<file path="src/rtl/fir_filter_sliding_window_core_macros.svh">
// ----------------------------------------------------------------------------
// FIR sliding-window core: assertion macros
// Concurrent checks shared by the RTL; compiled away under SYNTHESIS.
// ----------------------------------------------------------------------------
`ifndef FIR_FILTER_SLIDING_WINDOW_CORE_MACROS_SVH
`define FIR_FILTER_SLIDING_WINDOW_CORE_MACROS_SVH

`ifndef SYNTHESIS

// same-cycle implication
`define FSW_ASSERT_IMP(lbl, clk, rst_n, ante, cons) \
    lbl: assert property (@(posedge clk) disable iff (!rst_n) (ante) |-> (cons)) \
        else $error("fsw check failed");

// next-cycle implication
`define FSW_ASSERT_NXT(lbl, clk, rst_n, ante, cons) \
    lbl: assert property (@(posedge clk) disable iff (!rst_n) (ante) |=> (cons)) \
        else $error("fsw check failed");

`else

`define FSW_ASSERT_IMP(lbl, clk, rst_n, ante, cons)
`define FSW_ASSERT_NXT(lbl, clk, rst_n, ante, cons)

`endif

`endif

</file>
<file path="src/rtl/fsw_pkg.sv">
// ----------------------------------------------------------------------------
// FIR sliding-window core: package
// Widths, types and the control-state encoding shared by the core modules.
// ----------------------------------------------------------------------------
package fsw_pkg;

    localparam int TAP_COUNT  = 8;
    localparam int NUM_COEFS  = 8;
    localparam int TAP_IDX_W  = (TAP_COUNT > 1) ? $clog2(TAP_COUNT) : 1;
    localparam int COEF_IDX_W = $clog2(NUM_COEFS);
    localparam int CFG_IDX_W  = COEF_IDX_W + 1;
    localparam int FILL_W     = $clog2(TAP_COUNT) + 1;

    localparam int SAMPLE_W   = 16;
    localparam int COEF_W     = 16;
    localparam int DIGIT_W    = 4;
    localparam int DIGITS     = SAMPLE_W / DIGIT_W;
    localparam int DIG_CNT_W  = $clog2(DIGITS);
    localparam int PP_W       = COEF_W + DIGIT_W + 1;
    localparam int PROD_W     = SAMPLE_W + COEF_W;
    localparam int ACC_W      = 35;
    localparam int OUT_TDATA_W = ((ACC_W + 7) / 8) * 8;

    typedef logic [TAP_COUNT-1:0][SAMPLE_W-1:0] win_t;
    typedef logic [TAP_COUNT-1:0][COEF_W-1:0]   tap_coef_t;

    // control from sequencer to MAC
    typedef struct packed {
        logic start;
    } fsw_ctrl_t;

    // status from MAC to sequencer
    typedef struct packed {
        logic busy;
        logic done;
    } fsw_stat_t;

    typedef enum logic [1:0] {
        S_IDLE,
        S_START,
        S_CALC,
        S_HOLD
    } fsw_state_t;

endpackage

</file>
<file path="src/rtl/fsw_window.sv">
// ----------------------------------------------------------------------------
// FIR sliding-window core: sample window
// Shift line of the last TAP_COUNT samples (entry 0 oldest) and fill count.
// ----------------------------------------------------------------------------
module fsw_window
(
    input  logic                             clk,
    input  logic                             rst_n,
    input  logic                             push,
    input  logic [fsw_pkg::SAMPLE_W-1:0]     sample,
    output fsw_pkg::win_t                    window,
    output logic                             full
);

    fsw_pkg::win_t                 win_reg;
    fsw_pkg::win_t                 win_next;
    logic [fsw_pkg::FILL_W-1:0]    fill_reg;
    logic [fsw_pkg::FILL_W-1:0]    fill_next;

    // window is full once TAP_COUNT-1 samples are held and one more arrives
    assign full = (fill_reg == fsw_pkg::FILL_W'(fsw_pkg::TAP_COUNT - 1));

    // shift in the newest sample at the top
    always_comb
    begin
        win_next = win_reg;
        if (push)
        begin
            for (int k = 0; k < fsw_pkg::TAP_COUNT - 1; k++)
            begin
                win_next[k] = win_reg[k + 1];
            end
            win_next[fsw_pkg::TAP_COUNT - 1] = sample;
        end
    end

    // fill count saturates at TAP_COUNT-1
    always_comb
    begin
        fill_next = fill_reg;
        if (push && !full)
        begin
            fill_next = fill_reg + 1'b1;
        end
    end

    // payload, no reset
    always_ff @(posedge clk)
    begin
        win_reg <= win_next;
    end

    always_ff @(posedge clk or negedge rst_n)
    begin
        if (!rst_n)
        begin
            fill_reg <= '0;
        end
        else
        begin
            fill_reg <= fill_next;
        end
    end

    assign window = win_reg;

endmodule

</file>
<file path="src/rtl/fsw_mac.sv">
// ----------------------------------------------------------------------------
// FIR sliding-window core: digit-serial multiply-accumulate
// Walks the taps; each product is built MSB digit first, 4 bits a cycle,
// then added into the 35-bit accumulator.
// ----------------------------------------------------------------------------
module fsw_mac
(
    input  logic                             clk,
    input  logic                             rst_n,
    input  fsw_pkg::fsw_ctrl_t               ctrl,
    input  fsw_pkg::win_t                    window,
    input  fsw_pkg::tap_coef_t               coefs,
    output fsw_pkg::fsw_stat_t               stat,
    output logic signed [fsw_pkg::ACC_W-1:0] result
);

    logic                                  busy_reg,  busy_next;
    logic                                  add_reg,   add_next;
    logic                                  done_reg,  done_next;
    logic [fsw_pkg::TAP_IDX_W-1:0]         tap_reg,   tap_next;
    logic [fsw_pkg::DIG_CNT_W-1:0]         dig_reg,   dig_next;
    logic [fsw_pkg::SAMPLE_W-1:0]          samp_reg,  samp_next;
    logic signed [fsw_pkg::PROD_W-1:0]     prod_reg,  prod_next;
    logic signed [fsw_pkg::ACC_W-1:0]      acc_reg,   acc_next;

    logic [fsw_pkg::TAP_IDX_W-1:0]         tap_inc;
    logic [fsw_pkg::DIGIT_W-1:0]           digit;
    logic signed [fsw_pkg::DIGIT_W:0]      digit_s;
    logic signed [fsw_pkg::COEF_W-1:0]     coef_sel;
    logic signed [fsw_pkg::PP_W-1:0]       pp;
    logic                                  last_tap;

    assign tap_inc  = tap_reg + 1'b1;
    assign last_tap = (tap_reg == fsw_pkg::TAP_IDX_W'(fsw_pkg::TAP_COUNT - 1));

    // top digit of the sample carries the sign, the rest are unsigned
    assign digit    = samp_reg[fsw_pkg::SAMPLE_W-1 -: fsw_pkg::DIGIT_W];
    assign digit_s  = $signed({(dig_reg == '0) & digit[fsw_pkg::DIGIT_W-1], digit});
    assign coef_sel = $signed(coefs[tap_reg]);
    assign pp       = fsw_pkg::PP_W'(coef_sel) * fsw_pkg::PP_W'(digit_s);

    // sequencing: load tap, DIGITS digit steps, one accumulate step
    always_comb
    begin
        busy_next = busy_reg;
        add_next  = add_reg;
        done_next = 1'b0;
        tap_next  = tap_reg;
        dig_next  = dig_reg;
        samp_next = samp_reg;
        prod_next = prod_reg;
        acc_next  = acc_reg;

        if (ctrl.start)
        begin
            busy_next = 1'b1;
            add_next  = 1'b0;
            tap_next  = '0;
            dig_next  = '0;
            samp_next = window[0];
            prod_next = '0;
            acc_next  = '0;
        end
        else if (busy_reg && !add_reg)
        begin
            prod_next = (prod_reg <<< fsw_pkg::DIGIT_W) + fsw_pkg::PROD_W'(pp);
            samp_next = samp_reg << fsw_pkg::DIGIT_W;
            dig_next  = dig_reg + 1'b1;
            if (dig_reg == fsw_pkg::DIG_CNT_W'(fsw_pkg::DIGITS - 1))
            begin
                add_next = 1'b1;
            end
        end
        else if (busy_reg && add_reg)
        begin
            acc_next = acc_reg + fsw_pkg::ACC_W'(prod_reg);
            add_next = 1'b0;
            if (last_tap)
            begin
                busy_next = 1'b0;
                done_next = 1'b1;
            end
            else
            begin
                tap_next  = tap_inc;
                dig_next  = '0;
                samp_next = window[tap_inc];
                prod_next = '0;
            end
        end
    end

    // control state
    always_ff @(posedge clk or negedge rst_n)
    begin
        if (!rst_n)
        begin
            busy_reg <= 1'b0;
            add_reg  <= 1'b0;
            done_reg <= 1'b0;
            tap_reg  <= '0;
            dig_reg  <= '0;
        end
        else
        begin
            busy_reg <= busy_next;
            add_reg  <= add_next;
            done_reg <= done_next;
            tap_reg  <= tap_next;
            dig_reg  <= dig_next;
        end
    end

    // datapath
    always_ff @(posedge clk)
    begin
        samp_reg <= samp_next;
        prod_reg <= prod_next;
        acc_reg  <= acc_next;
    end

    assign stat.busy = busy_reg;
    assign stat.done = done_reg;
    assign result    = acc_reg;

endmodule

</file>
<file path="src/rtl/fir_filter_sliding_window_core.sv">
// A sample that completes the window gives its result through S_START and S_CALC of the
// sequencer and the output register: the digit-serial MAC spends four 4-bit digit
// steps and one accumulate step per tap. Samples that only fill the window start no MAC run.
// New samples wait until the result is loaded for output; the MAC is the single shared unit.
// Reset (rst_n, asynchronous, active low) clears coefficients to zero and empties the
// window; window contents are undefined until written.
// ----------------------------------------------------------------------------
// FIR sliding-window core: top level
// Direct-form FIR over the last TAP_COUNT samples, coefficient port,
// sequencer and output register.
// ----------------------------------------------------------------------------
`include "fir_filter_sliding_window_core_macros.svh"

module fir_filter_sliding_window_core
(
    input  logic                                 clk,
    input  logic                                 rst_n,

    // configuration write channel
    input  logic                                 cfg_valid,
    output logic                                 cfg_ready,
    input  logic [fsw_pkg::CFG_IDX_W-1:0]        cfg_index,
    input  logic [fsw_pkg::COEF_W-1:0]           cfg_data,

    // sample input
    input  logic                                 s_axis_tvalid,
    output logic                                 s_axis_tready,
    input  logic [fsw_pkg::SAMPLE_W-1:0]         s_axis_tdata,   // [15:0] sample_in

    // filtered output
    output logic                                 m_axis_tvalid,
    input  logic                                 m_axis_tready,
    output logic [fsw_pkg::OUT_TDATA_W-1:0]      m_axis_tdata    // [34:0] filtered_out
);

    fsw_pkg::fsw_state_t                   state_reg, state_next;
    logic [fsw_pkg::NUM_COEFS-1:0][fsw_pkg::COEF_W-1:0] coef_reg;
    logic                                  out_valid_reg, out_valid_next;
    logic [fsw_pkg::ACC_W-1:0]             out_data_reg;

    fsw_pkg::fsw_ctrl_t                    mac_ctrl;
    fsw_pkg::fsw_stat_t                    mac_stat;
    fsw_pkg::win_t                         window;
    logic signed [fsw_pkg::ACC_W-1:0]      mac_result;
    logic                                  win_full;
    logic                                  in_xact;
    logic                                  out_free;
    logic                                  out_load;

    assign in_xact  = s_axis_tvalid && s_axis_tready;
    assign out_free = !out_valid_reg || m_axis_tready;

    // coefficient registers; writes beyond the list are dropped
    assign cfg_ready = 1'b1;

    always_ff @(posedge clk or negedge rst_n)
    begin
        if (!rst_n)
        begin
            coef_reg <= '0;
        end
        else if (cfg_valid && (cfg_index < fsw_pkg::CFG_IDX_W'(fsw_pkg::NUM_COEFS)))
        begin
            coef_reg[cfg_index[fsw_pkg::COEF_IDX_W-1:0]] <= cfg_data;
        end
    end

    fsw_window u_window
    (
        .clk    (clk),
        .rst_n  (rst_n),
        .push   (in_xact),
        .sample (s_axis_tdata),
        .window (window),
        .full   (win_full)
    );

    fsw_mac u_mac
    (
        .clk    (clk),
        .rst_n  (rst_n),
        .ctrl   (mac_ctrl),
        .window (window),
        .coefs  (coef_reg[fsw_pkg::TAP_COUNT-1:0]),
        .stat   (mac_stat),
        .result (mac_result)
    );

    // sequencer: next state
    always_comb
    begin
        state_next = state_reg;
        unique case (state_reg)
            fsw_pkg::S_IDLE:
            begin
                if (in_xact && win_full)
                begin
                    state_next = fsw_pkg::S_START;
                end
            end
            fsw_pkg::S_START:
            begin
                state_next = fsw_pkg::S_CALC;
            end
            fsw_pkg::S_CALC:
            begin
                if (mac_stat.done)
                begin
                    state_next = out_free ? fsw_pkg::S_IDLE : fsw_pkg::S_HOLD;
                end
            end
            fsw_pkg::S_HOLD:
            begin
                if (out_free)
                begin
                    state_next = fsw_pkg::S_IDLE;
                end
            end
            default:
            begin
                state_next = fsw_pkg::S_IDLE;
            end
        endcase
    end

    // sequencer: outputs
    always_comb
    begin
        s_axis_tready  = 1'b0;
        mac_ctrl.start = 1'b0;
        out_load       = 1'b0;
        unique case (state_reg)
            fsw_pkg::S_IDLE:  s_axis_tready  = 1'b1;
            fsw_pkg::S_START: mac_ctrl.start = 1'b1;
            fsw_pkg::S_CALC:  out_load       = mac_stat.done && out_free;
            fsw_pkg::S_HOLD:  out_load       = out_free;
            default:          s_axis_tready  = 1'b0;
        endcase
    end

    // output register
    always_comb
    begin
        out_valid_next = out_valid_reg;
        if (out_load)
        begin
            out_valid_next = 1'b1;
        end
        else if (m_axis_tready)
        begin
            out_valid_next = 1'b0;
        end
    end

    always_ff @(posedge clk or negedge rst_n)
    begin
        if (!rst_n)
        begin
            state_reg     <= fsw_pkg::S_IDLE;
            out_valid_reg <= 1'b0;
        end
        else
        begin
            state_reg     <= state_next;
            out_valid_reg <= out_valid_next;
        end
    end

    always_ff @(posedge clk)
    begin
        if (out_load)
        begin
            out_data_reg <= mac_result;
        end
    end

    assign m_axis_tvalid = out_valid_reg;
    assign m_axis_tdata  = fsw_pkg::OUT_TDATA_W'(out_data_reg);

    // checks
    `FSW_ASSERT_IMP(a_idle_mac_quiet, clk, rst_n, state_reg == fsw_pkg::S_IDLE, !mac_stat.busy)
    `FSW_ASSERT_IMP(a_done_in_calc, clk, rst_n, mac_stat.done, state_reg == fsw_pkg::S_CALC)
    `FSW_ASSERT_NXT(a_partial_no_calc, clk, rst_n, in_xact && !win_full, state_reg == fsw_pkg::S_IDLE)
    `FSW_ASSERT_IMP(a_hold_needs_out, clk, rst_n, state_reg == fsw_pkg::S_HOLD, out_valid_reg)

endmodule

</file>
<file path="config.mk">
export PLATFORM = sky130hd
export DESIGN_NAME = fir_filter_sliding_window_core
export DESIGN_NICKNAME = d
export VERILOG_FILES = /design/src/rtl/fsw_pkg.sv /design/src/rtl/fsw_window.sv /design/src/rtl/fsw_mac.sv /design/src/rtl/fir_filter_sliding_window_core.sv
export VERILOG_INCLUDE_DIRS = /design/src /design/src/rtl
export SDC_FILE = /design/constraint.sdc
export NUM_CORES = 1
export LEC_CHECK = 0
export ABC_AREA = 0
export CORE_AREA = 5 5 234 236
export DETAILED_ROUTE_END_ITERATION = 12
export DIE_AREA = 0 0 239 241
export DONT_BUFFER_PORTS = 1
export SYNTH_ARGS = -nofsm -noshare
export SYNTH_HDL_FRONTEND = slang
export SYNTH_HIERARCHICAL = 1
export SYNTH_SLANG_ARGS = --single-unit
</file>
<file path="constraint.sdc">
create_clock -name clk -period 17.8 [get_ports clk]
set_input_delay 2.67 -clock clk [delete_from_list [all_inputs] [get_ports clk]]
set_output_delay 2.67 -clock clk [all_outputs]
set_load 0.05 [all_outputs]
</file>
==> flow_results.org <==
** Run status
- The flow ran to the end, and the final reports show no timing, DRC or antenna violations.

** Hold path
- Hold Crit Class :: reg2reg

** Clock network
- After clock tree synthesis, the setup repair step added 0 buffers.
- Clock-pin slew was measured on the worst setup and hold paths at 0.06 ns.
- For the worst-skew pair, the clock arrives at the later sink with an insertion delay of 0.56 ns.
- Total clock buffers created by CTS :: 41
- The root buffer cell chosen for the clock tree is sky130_fd_sc_hd__clkbuf_16.
- Clock tree from TritonCTS :: done
- Number of hold-repair buffers added at the cts stage :: 0
- Cells resized by post-CTS repair :: 0
- The H-tree generated during clock tree synthesis spans 2 levels.
- Number of sinks handled by clock tree synthesis :: 389
- The clock passes through at most 3 buffers.

** Route
- WL/cell :: 19.8 um
- The routed layout has 12,900 vias.
- In the routed layout, each cell is associated on average with a via count of 5.43.
- The count of nets left with antenna violations once routing finished came out at 0.
- The first detailed-routing pass took 5 iterations.
- Wires add up to 46,800 um.
- DRC violations left :: 0
- In this run, the number of DRC markers left after iteration 0 of detailed routing was 698.

** Critical path
- In this run the worst path has a maximum fanout of 42.
- Required time at the endpoint of the critical path :: 18.25 ns
- The worst setup path is captured at a register.
- Startpoint class of the critical path :: register
- The most critical setup path has its endpoint at u_mac/prod_reg[30]$_SDFFE_PP0P_.
- In this run the critical register-to-register path is launched from u_mac/tap_reg[0]$_DFFE_PN0P_.
- Setup slack on the worst flop-to-flop path :: 10.63 ns
- Worst r2r path cells :: 20
- Tracing the worst setup path back leads to its startpoint at u_mac/tap_reg[0]$_DFFE_PN0P_.
- STA puts the critical path data arrival time at 7.62 ns.
- The worst setup path is of the reg2reg kind.
- In this run the critical register-to-register path is captured at u_mac/prod_reg[30]$_SDFFE_PP0P_.

** Global route
- For this run, the total global-route usage over all layers was measured as 0.164.
- Entering global routing, the biggest net connects 144 pins.
- Global-route wire length before repair :: 75,800 um
- The initial antenna violation count came to 1.
- Summed over all layers, the global routing overflow is 0.
- Number of global-route vias before repair :: 13,500

** Floorplanning
- The floorplan step defined a die boundary enclosing 57,600 um^2.
- Effective utilization at floorplan :: 0.416
- Standard-cell rows :: 84
- From bottom edge to top edge, the die measures 241 um.
- Chip width :: 239 um
- I/O pins :: 84
- After floorplanning, the core was sized to cover 52,200 um^2.

** Timing
- The final count of hold timing violations is 0.
- Setup violations remaining at the end of the flow were counted as 0.
- In this run the tightest slew margin relative to its limit is 0.269.
- After routing, the total negative slack on setup checks comes to 0 ns.
- In the post-route analysis, the smallest setup slack over all paths is 10.63 ns.
- Setup repair after global routing left no endpoint under its margin.
- Maximum operating frequency :: 139 MHz
- Actual transition at the worst max-transition pin :: 1.09 ns
- Across the routed clock network, the largest skew measured is 0.0207 ns.
- Max Transition Viols Final :: 0
- Tcrit/Tclk final :: 0.403
- Minimum clock period :: 7.17 ns

** Finish
- Counting the fill cells in the layout gives 4,670.
- The multi-input combinational cells in the finished layout cover a total of 10,800 um^2.
- The number of antenna diodes in the final layout is 0.
- Relative to the synthesized area, the layout overhead comes to 9.08%.
- Non-filler cells, final :: 2,368
- After the last flow step, the layout net total stands at 1,892.
- In the final layout, the share of cells above drive strength 1 is 0.174.
- Once layout is complete, the utilization of the core stands at 0.454.
- The sequential cells in the finished layout cover a total of 10,300 um^2.

** Place
- The wire-length estimate of the detail-placed layout is 33,000 um.
- Input and output buffers added on the ports amount to 0.
- Worst-case setup slack after placement :: 10.54 ns
- Routability-driven placement finished with a final weighted congestion of 0.875.
- Counting tap cells, the placed design contains a total of 2,293 instances.

** Synth
- Syn Inst Count :: 1,666
- Summing every instance area after synthesis gives 21,700 um^2.
- Synth Warn # :: 6
- In this run the mean area of a mapped cell was 13.0 um^2.

** Job
- Max-cap violations in this run came to 0.
-- layer usage --
| metal | track usage | vias to the layer above | share of wire |
|---|---|---|---|
| li1 | - | 6044 | - |
| met1 | 0.222 | 6543 | 0.45 |
| met2 | 0.278 | 211 | 0.49 |
| met3 | 0.0258 | 62 | 0.033 |
| met4 | 0.0415 | 0 | 0.021 |
| met5 | 0 | - | 0 |
-- stage by stage --
step | hold slack, ns | instance area (um^2)
CTS | 0.439 | 23700
global placement | 0.423 | 22300
detailed placement | 0.430 | 22300
finish | 0.439 | 23700
floorplan | 0.421 | 21700
global route | 0.455 | 23700
-- layout make-up --
class / count / share of cell area
clock buffers: 63 / 0.0515
clock inverters: 12 / 0.00613
inverters: 78 / 0.0124
multi-input cells: 1126 / 0.455
flip-flops and latches: 389 / 0.435
well taps: 688 / 0.0363
repair buffers: 12 / 0.00380
-- worst max-delay path: stages (launching register included) --
cell	delay [ns]
sky130_fd_sc_hd__dfrtp_4	0.75
sky130_fd_sc_hd__buf_4	0.76
sky130_fd_sc_hd__mux4_2	0.59
sky130_fd_sc_hd__mux2i_1	0.43
sky130_fd_sc_hd__nand2b_1	0.19
sky130_fd_sc_hd__fa_1	0.45
sky130_fd_sc_hd__fa_1	0.54
sky130_fd_sc_hd__inv_1	0.05
sky130_fd_sc_hd__fa_1	0.49
sky130_fd_sc_hd__fa_1	0.52
sky130_fd_sc_hd__ha_1	0.19
sky130_fd_sc_hd__inv_1	0.06
sky130_fd_sc_hd__fa_1	0.37
sky130_fd_sc_hd__nand2b_1	0.19
sky130_fd_sc_hd__a21oi_1	0.24
sky130_fd_sc_hd__nor3_1	0.08
sky130_fd_sc_hd__o21ai_1	0.29
sky130_fd_sc_hd__a31o_2	0.29
sky130_fd_sc_hd__a22o_1	0.26
sky130_fd_sc_hd__mux2i_1	0.22
sky130_fd_sc_hd__nand3_1	0.08
-- worst min-delay path by stage --
stage               cells past startpoint                      startpoint                              to
CTS                                     0  u_window/window[114]$_DFFE_PP_   u_window/window[98]$_DFFE_PP_
global route                            0   u_window/window[47]$_DFFE_PP_   u_window/window[31]$_DFFE_PP_
finish                                  0   u_window/window[82]$_DFFE_PP_   u_window/window[66]$_DFFE_PP_
detailed placement                      0   u_window/window[97]$_DFFE_PP_   u_window/window[81]$_DFFE_PP_
floorplan                               0  u_window/window[116]$_DFFE_PP_  u_window/window[100]$_DFFE_PP_
global placement                        0   u_window/window[43]$_DFFE_PP_   u_window/window[27]$_DFFE_PP_
-- cells in the final DEF, fill, tap and decap left out, drive strengths merged, types with 9 or more instances in the layout --
cell type  count
nand3         15
a22oi         15
mux4          64
o22ai          9
and2          23
nor3          15
o21bai         9
edfxtp       179
xor2          20
nand2        105
dfrtp        143
a21oi         79
a21o          21
clkbuf        63
o21ai         86
nand4         15
fa           101
mux2i         35
inv           80
buf           12
nor2b         75
nand2b        19
mux2         130
ha           102
nor2          43
dfxtp         67
xnor2         28
Power is left out: the tool's default activity adds up to more than one toggle a clock period on the data nets, which glitch-free logic cannot reach.
